$ cat config.mk
export PLATFORM = sky130hd
export DESIGN_NAME = rpn_ctrl
export DESIGN_NICKNAME = d
export VERILOG_FILES = /design/src/rtl/core/rpn_stack_evaluator_defines.svh /design/src/rtl/core/rpn_pkg.sv /design/src/rtl/core/rpn_ctrl.sv
export SDC_FILE = /design/constraint.sdc
export NUM_CORES = 1
export LEC_CHECK = 0
export ABC_AREA = 1
export BUFFER_PORTS_ARGS = -buffer_cell sky130_fd_sc_hd__buf_2
export CAP_MARGIN = 10
export CORE_MARGIN = 3
export CORE_UTILIZATION = 45
export DETAILED_ROUTE_END_ITERATION = 16
export PLACE_DENSITY = 0.74
export REMOVE_ABC_BUFFERS = 1
export SETUP_SLACK_MARGIN = 0.2
export SLEW_MARGIN = 20
export SYNTH_ARGS = -nofsm -noshare
export SYNTH_HDL_FRONTEND = slang
export SYNTH_SLANG_ARGS = --single-unit
$ cat constraint.sdc
create_clock -name clk -period 2.1 [get_ports clk]
set_input_delay 0.63 -clock clk [delete_from_list [all_inputs] [get_ports clk]]
set_output_delay 0.63 -clock clk [all_outputs]
set_load 0.05 [all_outputs]
$ cat src/rtl/core/rpn_stack_evaluator_defines.svh
// ----------------------------------------------------------------------------
// RPN stack evaluator assertion macros
// Shorthand for clocked checks on clk, disabled while arst_n is low.
// ----------------------------------------------------------------------------
`ifndef RPN_STACK_EVALUATOR_DEFINES_SVH
`define RPN_STACK_EVALUATOR_DEFINES_SVH

// Same-cycle implication
`define RPN_ASSERT_NOW(label, ante, cons, msg) \
	label: assert property (@(posedge clk) disable iff (!arst_n) (ante) |-> (cons)) \
		else $error(msg);

// Next-cycle implication
`define RPN_ASSERT_NEXT(label, ante, cons, msg) \
	label: assert property (@(posedge clk) disable iff (!arst_n) (ante) |=> (cons)) \
		else $error(msg);

`endif

$ cat src/rtl/core/rpn_pkg.sv
// ----------------------------------------------------------------------------
// RPN evaluator package
// Shared constants, enums and the command/status structs between the
// controller and the datapath.
// ----------------------------------------------------------------------------
package rpn_pkg;

	localparam int STACK_DEPTH = 16;
	localparam int LVL_W       = $clog2(STACK_DEPTH + 1);
	localparam int RAM_AW      = $clog2(STACK_DEPTH);
	localparam int DATA_W      = 64;
	localparam int HALF_W      = DATA_W / 2;
	localparam int CHAR_W      = 8;
	localparam int ERR_W       = 2;
	localparam int OUT_TDATA_W = ((DATA_W + ERR_W + 7) / 8) * 8;
	localparam int OUT_PAD_W   = OUT_TDATA_W - DATA_W - ERR_W;
	localparam int DIV_STEPS   = DATA_W;
	localparam int CNT_W       = $clog2(DIV_STEPS);

	localparam logic [CHAR_W-1:0] CH_NUL   = 8'd0;
	localparam logic [CHAR_W-1:0] CH_SPACE = 8'd32;
	localparam logic [CHAR_W-1:0] CH_PLUS  = 8'd43;
	localparam logic [CHAR_W-1:0] CH_MINUS = 8'd45;
	localparam logic [CHAR_W-1:0] CH_STAR  = 8'd42;
	localparam logic [CHAR_W-1:0] CH_SLASH = 8'd47;
	localparam logic [CHAR_W-1:0] CH_BIAS  = 8'd48;

	// partial products of the low half of a 64x64 product
	localparam logic [1:0] MUL_LO_LO = 2'd0;
	localparam logic [1:0] MUL_LO_HI = 2'd1;
	localparam logic [1:0] MUL_HI_LO = 2'd2;

	typedef enum logic [ERR_W-1:0] {
		ERR_NONE  = 2'd0,
		ERR_UNDER = 2'd1,
		ERR_OVER  = 2'd2,
		ERR_DIV0  = 2'd3
	} err_t;

	typedef enum logic [1:0] {
		OP_ADD,
		OP_SUB,
		OP_MUL,
		OP_DIV
	} op_t;

	typedef enum logic [2:0] {
		ST_IDLE,
		ST_LOAD,
		ST_MUL,
		ST_DIV,
		ST_FIN,
		ST_EMIT
	} state_t;

	typedef struct packed {
		logic       rd;
		logic       ld;
		logic       mul_step;
		logic [1:0] mul_phase;
		logic       div_step;
		logic       commit;
		logic       push;
		logic       set_err;
		err_t       err;
		logic       emit;
		op_t        op;
	} ctrl_cmd_t;

	typedef struct packed {
		logic [LVL_W-1:0] level;
		err_t             err;
		logic             top_zero;
		logic             out_busy;
	} dp_status_t;

endpackage

$ cat src/rtl/core/rpn_ctrl.sv
// ----------------------------------------------------------------------------
// RPN controller
// Decodes each character word and sequences the datapath.
// ----------------------------------------------------------------------------
module rpn_ctrl (
	input  logic                       clk,
	input  logic                       arst_n,
	input  logic                       s_valid,
	input  logic [rpn_pkg::CHAR_W-1:0] char_code,
	output logic                       s_ready,
	input  rpn_pkg::dp_status_t        status,
	output rpn_pkg::ctrl_cmd_t         cmd
);
	import rpn_pkg::*;

	state_t           state_q, state_d;
	op_t              op_q, op_dec;
	logic [CNT_W-1:0] cnt_q;
	logic             accept, is_op, op_ok;

	always_comb begin
		is_op  = 1'b1;
		op_dec = OP_ADD;
		case (char_code)
			CH_PLUS:  op_dec = OP_ADD;
			CH_MINUS: op_dec = OP_SUB;
			CH_STAR:  op_dec = OP_MUL;
			CH_SLASH: op_dec = OP_DIV;
			default:  is_op  = 1'b0;
		endcase
	end

	assign accept = s_valid && (state_q == ST_IDLE);
	// enough operands, and no zero divisor
	assign op_ok  = (status.level >= LVL_W'(2)) && !((op_dec == OP_DIV) && status.top_zero);

	always_comb begin
		state_d = state_q;
		case (state_q)
			ST_IDLE: begin
				if (accept && (char_code == CH_NUL)) begin
					state_d = ST_EMIT;
				end else if (accept && (status.err == ERR_NONE) && is_op && op_ok) begin
					state_d = ST_LOAD;
				end
			end
			ST_LOAD: begin
				case (op_q)
					OP_MUL:  state_d = ST_MUL;
					OP_DIV:  state_d = ST_DIV;
					default: state_d = ST_FIN;
				endcase
			end
			ST_MUL: begin
				if (cnt_q == CNT_W'(MUL_HI_LO)) begin
					state_d = ST_FIN;
				end
			end
			ST_DIV: begin
				if (cnt_q == CNT_W'(DIV_STEPS - 1)) begin
					state_d = ST_FIN;
				end
			end
			ST_FIN:  state_d = ST_IDLE;
			ST_EMIT: begin
				if (!status.out_busy) begin
					state_d = ST_IDLE;
				end
			end
			default: state_d = ST_IDLE;
		endcase
	end

	always_comb begin
		cmd           = '0;
		cmd.op        = op_q;
		cmd.err       = ERR_NONE;
		cmd.mul_phase = cnt_q[1:0];
		s_ready       = 1'b0;
		case (state_q)
			ST_IDLE: begin
				s_ready = 1'b1;
				if (accept && (char_code != CH_NUL) && (char_code != CH_SPACE)
						&& (status.err == ERR_NONE)) begin
					if (is_op) begin
						if (status.level < LVL_W'(2)) begin
							cmd.set_err = 1'b1;
							cmd.err     = ERR_UNDER;
						end else if ((op_dec == OP_DIV) && status.top_zero) begin
							cmd.set_err = 1'b1;
							cmd.err     = ERR_DIV0;
						end else begin
							cmd.rd = 1'b1;
						end
					end else if (status.level >= LVL_W'(STACK_DEPTH)) begin
						cmd.set_err = 1'b1;
						cmd.err     = ERR_OVER;
					end else begin
						cmd.push = 1'b1;
					end
				end
			end
			ST_LOAD: cmd.ld       = 1'b1;
			ST_MUL:  cmd.mul_step = 1'b1;
			ST_DIV:  cmd.div_step = 1'b1;
			ST_FIN:  cmd.commit   = 1'b1;
			ST_EMIT: cmd.emit     = !status.out_busy;
			default: cmd = '0;
		endcase
	end

	always_ff @(posedge clk or negedge arst_n) begin
		if (!arst_n) begin
			state_q <= ST_IDLE;
			op_q    <= OP_ADD;
			cnt_q   <= '0;
		end else begin
			state_q <= state_d;
			if (cmd.rd) begin
				op_q <= op_dec;
			end
			if ((state_q == ST_MUL) || (state_q == ST_DIV)) begin
				cnt_q <= cnt_q + CNT_W'(1);
			end else begin
				cnt_q <= '0;
			end
		end
	end

endmodule

* Word-level counts from Yosys, hierarchy flattened
Index checks and enable logic that the tools add are counted.
** Storage, ports and cells
- Bits in registers :: 11
- Latch bits :: 0
- Bits in writable memories :: 0
- ROM bits :: 0
- Output and inout bits :: 15
- Word-level logic and storage cells :: 77
- Memories kept :: 0
** Operators by class
- $add $sub $neg :: 1
- $mul :: 0
- Div/mod/pow operators :: 0
- Magnitude comparators :: 3
- Eq/ne operators :: 19
- Shift-type cells :: 0
- Mux-type cells :: 31
- Bitwise logic cells :: 0
- Reductions and logical operators :: 20
** Operator list (count)
- 8-bit by 6-bit == test with 1-bit output (second input constant) :: 4
- 3-bit two-way mux :: 9
- 3-bit case mux with 5 select lines :: 1
- 1-bit two-way mux :: 14
- 1-bit logical AND :: 10
- 8-bit zero test :: 1
- 4-bit two-way mux :: 2
- 8-bit by 6-bit != test with 1-bit output (second input constant) :: 1
- 8-bit nonzero test :: 1
- 6-bit by 1-bit adder with 6-bit output (second input constant) :: 1
- 2-bit == test (second input constant) :: 3
- 3-bit by 2-bit == test with 1-bit output (second input constant) :: 2
- 3-bit == test (second input constant) :: 2
- 6-bit by 2-bit == test with 1-bit output (second input constant) :: 1
- 6-bit == test (second input constant) :: 1
- 6-bit two-way mux :: 1
- 2-bit != test (second input constant) :: 3
- 2-bit case mux with 3 select lines :: 1
- 3-bit case mux with 2 select lines :: 1
- 6-bit OR reduction :: 1
- 5-bit by 2-bit >= comparator with 1-bit output (second input constant) :: 1
- 5-bit >= comparator (second input constant) :: 1
- 5-bit by 2-bit < comparator with 1-bit output (second input constant) :: 1
- 2-bit two-way mux :: 2
- other kinds (8) :: 9

* Longest topological paths before layout
- Depth after elaboration :: 10
- Gate-level depth with buffers :: 11

* Worst setup path before layout
No wires, ideal clock.
- Path type :: input port to output port
- Start :: input port char_code[6] (netlist name)
- End :: output port cmd[6] (netlist name)
- Arrival :: 2.258 ns
- Data required time :: 1.470 ns
- Slack :: -0.788 ns
- Cell stages on the path :: 7
- Buffers on the path :: 0
- Cells stage by stage :: inv_1 > nand2_2 > nor2_4 > nand2_1 > nand2_4 > or2_1 > nor3_1
** RTL lines
- start: declaration :: RTL line rpn_ctrl.sv:9 : input logic [rpn_pkg::CHAR_W-1:0] char_code,
- end: declaration :: RTL line rpn_ctrl.sv:12 : output rpn_pkg::ctrl_cmd_t cmd

==> results.ini <==
[status]
status=finished with violations
failed_checks=negative setup slack

[timing]
finalHoldViolations=0
slew_violations=0
rsz0062_at_grt=true
holdWs_ps=211
clock-skew-final_ps=6.00
worst_pin_slew_ps=414
slew_headroom=0.722
fin_crit_sh=1.13
finalSetupViolCount=11
setup-tns-final_ps=-1540
layout_setup_ws_ps=-268
fmax_ghz=0.422
fin_crit_ps=2370

[die]
die_h_um=52.1
die-area_um2=2710
ios=35
initial_core_util=0.482
coreArea_um2=1980
die_w_um=52.1
rows=16

[logic_synthesis]
synth-edff-count=0
synth_ff_type=dfrtp_1
synth_top_area_frac=0.288
synth_seq_cells=11
yosys-top-cells-count=nand2_1 (27), inv_1 (19), nor2_1 (13)
yosys.cell_types.count=29
synthArstFlopShare=1.00
synth_area_um2=956
ys_seq_area_frac=0.288
synth.most_common_cell=nand2_1
yosys-top-cells-area=dfrtp_1 (29%), nand2_1 (11%), inv_1 (7.5%)
yosysWarnings=0
synth_top_cell_by_area=dfrtp_1
syn_avg_cell_area_um2=7.19
syn_inst=133

[power_and_ir_drop]
comb_power_share=0.620
sequentialPowerShare=0.235
switching_share=0.475
switchingPower_uw=495
power_density_nw_per_um2=607
p_clk_frac=0.145
intPower_uw=547
p_leak_uw=0.000826
ir_drop_mv=0.623

[worst_setup_path]
crit_buf_inv=3
arrival_ps=1740
r2r_end=state_q[0]
cp_cell_sequence=inv_2 > nand3_4 > nor3_4 > inv_2 > nor2_4 > nand2_4 > a21oi_4 > buf_6
critical_path_class=register to primary output
r2r-start=state_q[1]
crit_path_frequent_cell=inv_2
crit_required_ps=1470
cp_max_fo=4
critPathCaptureType=primary output
critPathTopFamily=simple AND/OR/NAND/NOR gates
crit_slowest_cell=dfrtp_1
critPathLaunchType=register
r2r_cells=10
r2r_setup_slack_ps=400
crit_path_max_incr_delay_ps=400

[placement]
gp_congestion=0.817
post-place-ws_ps=-363
hpwlAfterDp_mm=1.82
numPlacedInstances=207
portBuffers=33

[grt]
grt_pass1_vias=1071
grt_pass1_wl_mm=4.46
antenna_found_initial=0
globalRouteTotalUtil=0.223
grt_overflow=0
grt_max_degree=12

[clocking]
cts-buffers-inserted=3
clk_pin_slew_ps=70
h-tree-depth=1
cts_root_buf=clkbuf_4
cts_tree=yes
cts_buffer_depth=2
cts.sinks=11
clk_latency_ps=280

[drt]
first_pass_iters=4
via_count=1252
drcViolationCount=0
antenna_left=0
drtIter0Drc=53
routed_wl_mm=3.74
wire_per_inst_um=16.6
drt-vias-per-instance=5.56

[cells_and_area]
instances_no_fill=225
num_antenna_cells=0
final_core_util=0.866
final_nets=221
area_growth_pct=79.5
drive_above_1_share=0.596

[run]
cap_violations=0

[hold_path]
min_path_type=input pin to asynchronous set/reset pin

[registers in the layout (all words and copies together) (netlist names)]
name	cells
op_q	2
cnt_q	6
state_q	3
[routing by layer]
metal	share of wire	GRT usage	vias to the layer above	wire (µm)
met5	0	0	-	0
met4	0.047	0.105	0	176
met3	0.069	0.0287	19	258
met2	0.53	0.416	82	1970
met1	0.36	0.243	589	1340
li1	-	-	562	-
[worst reg2reg max path, cell delays in order, from the launching register on]
cell and delay [ps]:
dfrtp_2 440, buf_6 130, buf_6 110, buf_12 120, buf_6 120, nor3_4 150
buf_4 150, nand2_1 80, o21ai_0 150, nand3_1 110, nand2_1 80
[cell usage in the layout (no fill, tap or decap), types with 2 or more instances in the layout]
cell type / Yosys / layout
a21oi_1: 10 / 5
inv_4: 1 / 3
dfrtp_1: 11 / 10
nor3_4: 1 / 4
nand4_1: 3 / 3
nor3_1: 6 / 4
buf_6: 2 / 17
nand3_1: 8 / 7
clkbuf_4: 0 / 3
nor2_4: 2 / 4
inv_2: 4 / 8
inv_1: 19 / 13
buf_12: 0 / 2
nand2_4: 1 / 4
nand2_2: 2 / 8
buf_8: 0 / 5
a21oi_4: 0 / 4
nand3_4: 2 / 2
o21ai_2: 3 / 3
buf_2: 0 / 15
buf_4: 0 / 24
o21ai_0: 3 / 3
ha_1: 2 / 2
nor2_2: 3 / 2
nor2_1: 13 / 12
nand2_1: 27 / 18
[logic make-up (layout without fill, tap and decap cells)]
| group | after synthesis | count (layout) | synth area share |
|---|---|---|---|
| and+or+nand+nor | 75 | 75 | 0.445 |
| AOI/OAI and AO/OA | 18 | 18 | 0.111 |
| adders and majority gates | 2 | 2 | 0.0262 |
| DFF | 11 | 11 | 0.288 |
| buffers and inverters | 27 | 92 | 0.130 |
[per-stage QoR]
stage / power, µW / area [µm²]
floorplan: 549 / 933
global placement: 664 / 1250
detailed placement: 673 / 1250
CTS: 927 / 1500
global route: 1090 / 1720
finish: 1040 / 1720
[layout make-up]
class / instances / area [µm²]
inverter: 25 / 106
multi-input combinational: 95 / 711
clock buffer: 4 / 26.3
timing repair buffer: 63 / 562
fill: 98 / 267
tap: 27 / 33.8
sequential: 11 / 277
[power by group through the flow]
stage               registers, µW  clock network [µW]  logic, µW
floorplan                     268                   0        281
global placement              245                   0        419
detailed placement            246                   0        427
CTS                           243                 151        533
global route                  244                 173        673
finish                        245                 151        645
[worst max path at each step]
| stage | start | endpoint | slack [ps] | depth (start not counted) |
|---|---|---|---|---|
| finish | state_q[0] | cmd[4] | -270 | 8 |
| global route | state_q[0] | cmd[4] | -340 | 8 |
| CTS | char_code[7] | cmd[4] | -250 | 10 |
| detailed placement | char_code[4] | cmd[4] | -360 | 10 |
| global placement | char_code[4] | cmd[5] | -280 | 10 |
| floorplan | char_code[6] | cmd[6] | -790 | 7 |
[repair_timing]
item / CTS / global route
hold buffers: 0 / 0
pin swaps: 7 / 9
endpoints found under the setup margin: 14 / 15
resized for setup: 59 / 34
buffers inserted: 3 / 11
No activity file was read; power rests on OpenSTA's default activity.
