File: config.mk
export PLATFORM = sky130hd
export DESIGN_NAME = rpn_datapath
export DESIGN_NICKNAME = d
export VERILOG_FILES = /design/src/rtl/core/rpn_stack_evaluator_defines.svh /design/src/rtl/core/rpn_pkg.sv /design/src/rtl/core/rpn_ram.sv /design/src/rtl/core/rpn_datapath.sv
export SDC_FILE = /design/constraint.sdc
export NUM_CORES = 2
export LEC_CHECK = 0
export BUFFER_PORTS_ARGS = -buffer_cell sky130_fd_sc_hd__buf_2
export CAP_MARGIN = 10
export CORE_MARGIN = 2
export CORE_UTILIZATION = 42
export CTS_BUF_LIST = sky130_fd_sc_hd__clkbuf_8 sky130_fd_sc_hd__clkbuf_16
export CTS_CLUSTER_DIAMETER = 50
export DETAILED_ROUTE_END_ITERATION = 16
export PLACE_DENSITY = 0.58
export SLEW_MARGIN = 15
export SYNTH_ARGS = -nofsm -noshare
export SYNTH_HDL_FRONTEND = slang
export SYNTH_SLANG_ARGS = --single-unit
File: constraint.sdc
create_clock -name clk -period 11.34 [get_ports clk]
set_input_delay 3.402 -clock clk [delete_from_list [all_inputs] [get_ports clk]]
set_output_delay 3.402 -clock clk [all_outputs]
set_load 0.01 [all_outputs]
File: src/rtl/core/rpn_stack_evaluator_defines.svh
// ----------------------------------------------------------------------------
// RPN stack evaluator assertion macros
// Shorthand for clocked checks on clk, disabled while arst_n is low.
// ----------------------------------------------------------------------------
`ifndef RPN_STACK_EVALUATOR_DEFINES_SVH
`define RPN_STACK_EVALUATOR_DEFINES_SVH

// Same-cycle implication
`define RPN_ASSERT_NOW(label, ante, cons, msg) \
	label: assert property (@(posedge clk) disable iff (!arst_n) (ante) |-> (cons)) \
		else $error(msg);

// Next-cycle implication
`define RPN_ASSERT_NEXT(label, ante, cons, msg) \
	label: assert property (@(posedge clk) disable iff (!arst_n) (ante) |=> (cons)) \
		else $error(msg);

`endif

File: src/rtl/core/rpn_pkg.sv
// ----------------------------------------------------------------------------
// RPN evaluator package
// Shared constants, enums and the command/status structs between the
// controller and the datapath.
// ----------------------------------------------------------------------------
package rpn_pkg;

	localparam int STACK_DEPTH = 16;
	localparam int LVL_W       = $clog2(STACK_DEPTH + 1);
	localparam int RAM_AW      = $clog2(STACK_DEPTH);
	localparam int DATA_W      = 64;
	localparam int HALF_W      = DATA_W / 2;
	localparam int CHAR_W      = 8;
	localparam int ERR_W       = 2;
	localparam int OUT_TDATA_W = ((DATA_W + ERR_W + 7) / 8) * 8;
	localparam int OUT_PAD_W   = OUT_TDATA_W - DATA_W - ERR_W;
	localparam int DIV_STEPS   = DATA_W;
	localparam int CNT_W       = $clog2(DIV_STEPS);

	localparam logic [CHAR_W-1:0] CH_NUL   = 8'd0;
	localparam logic [CHAR_W-1:0] CH_SPACE = 8'd32;
	localparam logic [CHAR_W-1:0] CH_PLUS  = 8'd43;
	localparam logic [CHAR_W-1:0] CH_MINUS = 8'd45;
	localparam logic [CHAR_W-1:0] CH_STAR  = 8'd42;
	localparam logic [CHAR_W-1:0] CH_SLASH = 8'd47;
	localparam logic [CHAR_W-1:0] CH_BIAS  = 8'd48;

	// partial products of the low half of a 64x64 product
	localparam logic [1:0] MUL_LO_LO = 2'd0;
	localparam logic [1:0] MUL_LO_HI = 2'd1;
	localparam logic [1:0] MUL_HI_LO = 2'd2;

	typedef enum logic [ERR_W-1:0] {
		ERR_NONE  = 2'd0,
		ERR_UNDER = 2'd1,
		ERR_OVER  = 2'd2,
		ERR_DIV0  = 2'd3
	} err_t;

	typedef enum logic [1:0] {
		OP_ADD,
		OP_SUB,
		OP_MUL,
		OP_DIV
	} op_t;

	typedef enum logic [2:0] {
		ST_IDLE,
		ST_LOAD,
		ST_MUL,
		ST_DIV,
		ST_FIN,
		ST_EMIT
	} state_t;

	typedef struct packed {
		logic       rd;
		logic       ld;
		logic       mul_step;
		logic [1:0] mul_phase;
		logic       div_step;
		logic       commit;
		logic       push;
		logic       set_err;
		err_t       err;
		logic       emit;
		op_t        op;
	} ctrl_cmd_t;

	typedef struct packed {
		logic [LVL_W-1:0] level;
		err_t             err;
		logic             top_zero;
		logic             out_busy;
	} dp_status_t;

endpackage

File: src/rtl/core/rpn_ram.sv
// ----------------------------------------------------------------------------
// Generic RAM
// One write port, one read port, registered read data.
// ----------------------------------------------------------------------------
module rpn_ram #(
	parameter int WIDTH = 64,
	parameter int DEPTH = 16
) (
	input  logic                     clk,
	input  logic                     we,
	input  logic [$clog2(DEPTH)-1:0] waddr,
	input  logic [WIDTH-1:0]         wdata,
	input  logic                     re,
	input  logic [$clog2(DEPTH)-1:0] raddr,
	output logic [WIDTH-1:0]         rdata
);

	logic [WIDTH-1:0] mem_q [DEPTH];
	logic [WIDTH-1:0] rdata_q;

	always_ff @(posedge clk) begin
		if (we) begin
			mem_q[waddr] <= wdata;
		end
		if (re) begin
			rdata_q <= mem_q[raddr];
		end
	end

	assign rdata = rdata_q;

endmodule

File: src/rtl/core/rpn_datapath.sv
// ----------------------------------------------------------------------------
// RPN datapath
// Top-of-stack register over a RAM of lower entries, a shared 32x32
// multiplier, a radix-2 restoring divider and the result word register.
// ----------------------------------------------------------------------------
module rpn_datapath (
	input  logic                       clk,
	input  logic                       arst_n,
	input  logic [rpn_pkg::CHAR_W-1:0] char_code,
	input  rpn_pkg::ctrl_cmd_t         cmd,
	input  logic                       out_ready,
	output rpn_pkg::dp_status_t        status,
	output logic [rpn_pkg::DATA_W-1:0] out_value,
	output logic [rpn_pkg::ERR_W-1:0]  out_error,
	output logic                       out_valid
);
	import rpn_pkg::*;

	logic [DATA_W-1:0]   top_q, a_q, b_q, acc_q, prod_q, rem_q, out_value_q;
	logic [LVL_W-1:0]    level_q, lvl_m1, lvl_m2;
	err_t                err_q, out_err_q;
	logic                neg_q, out_valid_q;
	logic [DATA_W-1:0]   rdata, push_val, result, rem_sh, rem_n;
	logic [HALF_W-1:0]   mul_a, mul_b;
	logic [DATA_W-1:0]   mul_p;
	logic                rem_ge;

	assign lvl_m1 = level_q - LVL_W'(1);
	assign lvl_m2 = level_q - LVL_W'(2);

	// entries below the top; the top itself lives in top_q
	rpn_ram #(
		.WIDTH(DATA_W),
		.DEPTH(STACK_DEPTH)
	) u_stack (
		.clk  (clk),
		.we   (cmd.push && (level_q != '0)),
		.waddr(lvl_m1[RAM_AW-1:0]),
		.wdata(top_q),
		.re   (cmd.rd),
		.raddr(lvl_m2[RAM_AW-1:0]),
		.rdata(rdata)
	);

	assign push_val = DATA_W'(char_code) - DATA_W'(CH_BIAS);

	always_comb begin
		case (cmd.mul_phase)
			MUL_LO_HI: begin
				mul_a = a_q[HALF_W-1:0];
				mul_b = b_q[DATA_W-1:HALF_W];
			end
			MUL_HI_LO: begin
				mul_a = a_q[DATA_W-1:HALF_W];
				mul_b = b_q[HALF_W-1:0];
			end
			default: begin
				mul_a = a_q[HALF_W-1:0];
				mul_b = b_q[HALF_W-1:0];
			end
		endcase
	end

	assign mul_p = DATA_W'(mul_a) * DATA_W'(mul_b);

	assign rem_sh = {rem_q[DATA_W-2:0], a_q[DATA_W-1]};
	assign rem_ge = (rem_sh >= b_q);
	assign rem_n  = rem_ge ? (rem_sh - b_q) : rem_sh;

	always_comb begin
		case (cmd.op)
			OP_ADD:  result = a_q + b_q;
			OP_SUB:  result = a_q - b_q;
			OP_MUL:  result = acc_q + {prod_q[HALF_W-1:0], {HALF_W{1'b0}}};
			OP_DIV:  result = neg_q ? (DATA_W'(0) - a_q) : a_q;
			default: result = a_q;
		endcase
	end

	always_ff @(posedge clk) begin
		if (cmd.ld) begin
			if ((cmd.op == OP_DIV) && rdata[DATA_W-1]) begin
				a_q <= DATA_W'(0) - rdata;
			end else begin
				a_q <= rdata;
			end
			if ((cmd.op == OP_DIV) && top_q[DATA_W-1]) begin
				b_q <= DATA_W'(0) - top_q;
			end else begin
				b_q <= top_q;
			end
			neg_q <= rdata[DATA_W-1] ^ top_q[DATA_W-1];
			rem_q <= '0;
		end else if (cmd.div_step) begin
			rem_q <= rem_n;
			a_q   <= {a_q[DATA_W-2:0], rem_ge};
		end
		if (cmd.mul_step) begin
			prod_q <= mul_p;
			if (cmd.mul_phase == MUL_LO_HI) begin
				acc_q <= prod_q;
			end else if (cmd.mul_phase == MUL_HI_LO) begin
				acc_q <= acc_q + {prod_q[HALF_W-1:0], {HALF_W{1'b0}}};
			end
		end
		if (cmd.commit) begin
			top_q <= result;
		end else if (cmd.push) begin
			top_q <= push_val;
		end
		if (cmd.emit) begin
			out_value_q <= ((err_q == ERR_NONE) && (level_q != '0)) ? top_q : '0;
			if (err_q != ERR_NONE) begin
				out_err_q <= err_q;
			end else if (level_q == '0) begin
				out_err_q <= ERR_UNDER;
			end else begin
				out_err_q <= ERR_NONE;
			end
		end
	end

	always_ff @(posedge clk or negedge arst_n) begin
		if (!arst_n) begin
			level_q     <= '0;
			err_q       <= ERR_NONE;
			out_valid_q <= 1'b0;
		end else begin
			if (cmd.emit) begin
				level_q <= '0;
				err_q   <= ERR_NONE;
			end else if (cmd.commit) begin
				level_q <= lvl_m1;
			end else if (cmd.push) begin
				level_q <= level_q + LVL_W'(1);
			end else if (cmd.set_err && (err_q == ERR_NONE)) begin
				err_q <= cmd.err;
			end
			if (cmd.emit) begin
				out_valid_q <= 1'b1;
			end else if (out_ready) begin
				out_valid_q <= 1'b0;
			end
		end
	end

	assign status.level    = level_q;
	assign status.err      = err_q;
	assign status.top_zero = (top_q == '0);
	assign status.out_busy = out_valid_q && !out_ready;

	assign out_value = out_value_q;
	assign out_error = out_err_q;
	assign out_valid = out_valid_q;

endmodule

# Word level (Yosys, flattened, before mapping)
# Memories as Yosys holds them, arrays and structs flattened. A register that Yosys moved wholly into a read port is not among the register bits.
# Index checks and enable logic that the tools add are counted.
# Widths: inputs -> output; s select.
# word_totals
ff_bits	458
ramBits	1024
output_inout_bits	76
wordCells	81
memories	1
# memory_table
name	words	width	rd	rd_clocked_by_memory_dff	wr	line_no	source
u_stack.mem_q	16	64	1	1	1	rpn_ram.sv:18	logic [WIDTH-1:0] mem_q [DEPTH];
# op_classes
add_sub_neg	11
n_mul	1
magnitude_cmp	1
eq_ne	7
n_mux	26
bitwise	1
reduce_logical	21
# ops
operator	n
$mux 64	9
$pmux 64 s4	1
$sub 1x64->64 const A	3
$add 64x64->64	2
$ge 64x64->1	1
$logic_not 64->1	1
$mul 32x32->64	1
$mux 32	2
$sub 64x64->64	1
$mux 63	1
$sub 63x63->63	1
$mux 5	3
$reduce_bool 2->1	6
$mux 2	5
$sub 8x6->9 const B	1
$eq 2x2->1 const B	3
$logic_and 1x1->1	6
$add 5x1->5 const B	1
$logic_not 5->1	1
$mux 1	5
$reduce_bool 5->1	1
$sub 5x1->5 const B	1
$eq 2x1->1 const B	2
$logic_not 2->1	2
7 further kinds	8

# Logic depth before layout (Yosys ltp)
# depth
ltp_word	6
mapped_depth	36
depth_no_buf	32

# By module
# From an unflattened synthesis, not the netlist that was laid out.
# unflattened
cells_unflattened	9119
area_unflattened_um2	105860.3
# modules_own_cells
module	n_inst	cells_each	area_per_inst_um2	seq_area_each_um2
rpn_datapath	1	7472	65638.0	13082.5
rpn_ram	1	1647	40222.3	32671.3

# Worst setup path before layout
# Ideal clock, no wire load.
# synth_timing
kind	input-to-reg
start	in cmd[9] in the netlist's numbering
end	reg prod_q[62] (data pin)
arrival_ns	11.579
required_ns	11.076
setup_slack_ns	-0.503
cell_stages	31
n_path_buf	4
path_cell_list	inv_1 ha_1 clkbuf_1 clkbuf_1 mux2i_1 clkbuf_1 nor2_1 fa_1 inv_1 fa_1 inv_1 fa_1 inv_1 fa_1 inv_1 fa_1 fa_1 fa_1 fa_1 ha_1 clkbuf_1 nand3_1 nor3_1 and2_1 o221a_2 o21ai_1 o31ai_1 a31oi_1 o311ai_1 a221oi_1 xnor2_1
# synth_via
elab_chain_len	3
word_cells_on_any_way	5
# synth_lines
element	line_no	source
start, declared	rpn_datapath.sv:10	input rpn_pkg::ctrl_cmd_t cmd,
$eq 2x2->1 or $eq 2x1->1 (tied branches)	rpn_datapath.sv:48	case (cmd.mul_phase)
$mux 32	rpn_datapath.sv:48	
$mul 32x32->64 (*)	rpn_datapath.sv:64	assign mul_p = DATA_W'(mul_a) * DATA_W'(mul_b);
via mul_p[62]	rpn_datapath.sv:25	logic [DATA_W-1:0] mul_p;
end signal, assigned	rpn_datapath.sv:99	prod_q <= mul_p;
end, declared	rpn_datapath.sv:19	logic [DATA_W-1:0] top_q, a_q, b_q, acc_q, prod_q, rem_q, out_value_q;
# Mark *: on every way through the listed nets, which the timed path passes. The rest lies on a longest branch.
# A chain may end at the register's enable or synchronous reset.

# Worst setup path after layout
# layout_timing
start	in cmd[10] in the netlist's numbering
end	reg prod_q[61] (data pin)
# Same word-level chain as after synthesis.

==> results.toml <==
[outcome]
status = "finished clean"

[sta]
clock_skew_ns = 0.04348
worstMarginPinSlew_ns = 1.137
relSlewSlack_pct = 24.02
finalSetupViolCount = 0
hold_viol_final = 0
timing.fmax_mhz = 88.81
final_max_slew_viol_count = 0
period_needed_ns = 11.26
finalCritPeriodShare_pct = 99.29

[drt]
avgRoutedWirePerCell_um = 27.91
drt_iter0_drc = 7472
drc_errors = 0
num_vias = 73550
dr.pass1.iters = 7
viasPerCell = 5.714
final_antenna_net_count = 0
wl_mm = 359.2

[critical_path]
crit_path_start_kind = "primary input"
cp_common_cell = "fa_1"
cp.required_ns = 11.89
cp_num_buf_inv = 11
path_max_fanout = 15
critPathKind = "in -> reg"
slowest_delay_ns = 0.70
crit_family = "adder cells"
r2r_slack_ns = 2.48
arrival_ns = 11.81
critPathCaptureType = "flip-flop"
slowest_stage = "fa_2"

[clock_network]
cts_sinks = 1546
clk_path_buf_depth = 3
path_clk_slew_ns = 0.06
cts_tree = "done"
cts_made_buffers = 161
clk_latency_ns = 0.82
cts-root-buf = "clkbuf_16"
hold_buffers = 0
htreeDepth = 4

[floorplan]
io_pins = 101
core-area_sq_um = 250700
die-width_um = 505.6
die_h_um = 505.6
dieArea_sq_um = 255600
start_util_pct = 42.15
rows = 184

[logic_synthesis]
synth_area_leader_cell = "edfxtp_1"
synth_ff_type = "edfxtp_1"
syn-cell-area_sq_um = 105700
synth_seq_cells = 1546
yosysSeqAreaShare_pct = 43.30
yosysTopAreaCellShare_pct = 41.92
synth.area.top_cells = "edfxtp_1 42%, fa_1 17%, mux4_2 6.8%"
async_reset_ff_share_pct = 0.5175
synth_cells = 8927
syn_nets = 10290
ys.warnings.count = 0
yosysUniqueCellTypes = 83
yosysMostFrequentCell = "edfxtp_1"
syn_area_per_cell_sq_um = 11.84
yosys-top-cells-count = "1475 x edfxtp_1, 994 x inv_1, 968 x nor2_1"
synth_edf_count = 1475

[global_route]
grt-ovfl-total = 0
antenna_found_initial = 13
grt_pass1_wl_mm = 521.8
grt_max_degree = 193
grt_pass1_vias = 75370
grt_usage_pct = 27.98

[run]
drv_cap = 0

[finish]
drive_gt1_share_pct = 16.20
layout.nets = 10750
syn2layout_area_growth_pct = 14.30
utilization_pct = 48.18

[worst_hold_path]
min_path_type = "reg -> reg"

[placement]
place_hpwl_mm = 270.5
io_buffers = 100
gp_congestion = 1.034
-- final cells by class --
class                      instances  area (sq um)
sequential                      1546         45760
multi-input combinational       5921         55190
tap                             3348          4189
inverter                         995          3737
timing repair buffer             763          6590
clock buffer                     163          4079
clock inverter                   130          1226
antenna                            5         12.51
fill                           22260        129900
-- sequential cells by signal, indices dropped and copies added (netlist names), 2 cells and up --
name,flops
a_q,64
acc_q,64
b_q,64
err_q,2
level_q,5
out_error,2
out_value,64
prod_q,64
rem_q,63
top_q,64
u_stack.mem_q,1024
u_stack.rdata,64
-- cells in the final DEF, fill, tap and decap left out, drive strengths merged, types with 152 or more instances in the layout --
cell type  count
a21oi        434
clkbuf       166
o21ai        319
inv         1038
buf          760
nor2         968
fa           899
a21o         152
edfxtp      1475
mux4         320
xor2         167
nand2        811
ha           439
xnor2        282
-- per-layer routing --
metal | vias up | routed length [um] | global-route usage, %
li1 | 31890 | - | -
met1 | 37910 | 146700 | 37.64
met2 | 3108 | 167000 | 44.77
met3 | 637 | 24820 | 3.863
met4 | 6 | 20640 | 13.49
met5 | - | 38 | 0
-- worst reg2reg max path: cells and delay by family, from the launching register on --
family / cells / cell delay [ns]
compound gates: 7 / 1.37
buf+inv: 9 / 1.32
xor+xnor: 1 / 0.09
fa+ha+maj: 9 / 4.36
mux: 1 / 0.16
flops: 1 / 1.01
simple gates: 3 / 0.32
-- timing repair --
action,4_1_cts,5_1_grt
pin swaps,1,23
endpoints found under the setup margin,14,18
cloned,0,1
gates resized for setup,25,76
buffers inserted,0,22
-- final timing paths --
check,start,to,cells after the start
max in group asynchronous,arst_n,level_q[0],1
min reg2reg,rem_q[14],rem_q[14],2
min in group asynchronous,arst_n,level_q[4],1
max,cmd[10],prod_q[61],33
min,rem_q[14],rem_q[14],2
max reg2reg,a_q[43],prod_q[61],30
-- cells by family after synthesis --
| logic type | synth area share [%] |
|---|---|
| simple gates | 9.662 |
| flops | 43.30 |
| buf+inv | 5.198 |
| compound gates | 7.994 |
| fa+ha+maj | 22.23 |
| xor+xnor | 3.722 |
| mux | 7.894 |
-- metrics by stage --
stage / hold WS (ns) / TNS (ns) / std cells / setup slack [ns] / area (sq um)
after global placement: 0.4717 / -25.73 / 12550 / -1.436 / 114800
after detailed placement: 0.4742 / -24.40 / 12550 / -1.407 / 114800
final: 0.4830 / 0 / 12870 / 0.08003 / 120800
after global routing: 0.5131 / -0.04845 / 12870 / -0.01774 / 120800
after CTS: 0.4828 / -0.06896 / 12840 / -0.06896 / 120200
after floorplan: 0.4547 / 0 / 8927 / 0.007018 / 105800
Power is left out: the tool's default activity adds up to more than one toggle a clock period on the data nets, which glitch-free logic cannot reach.
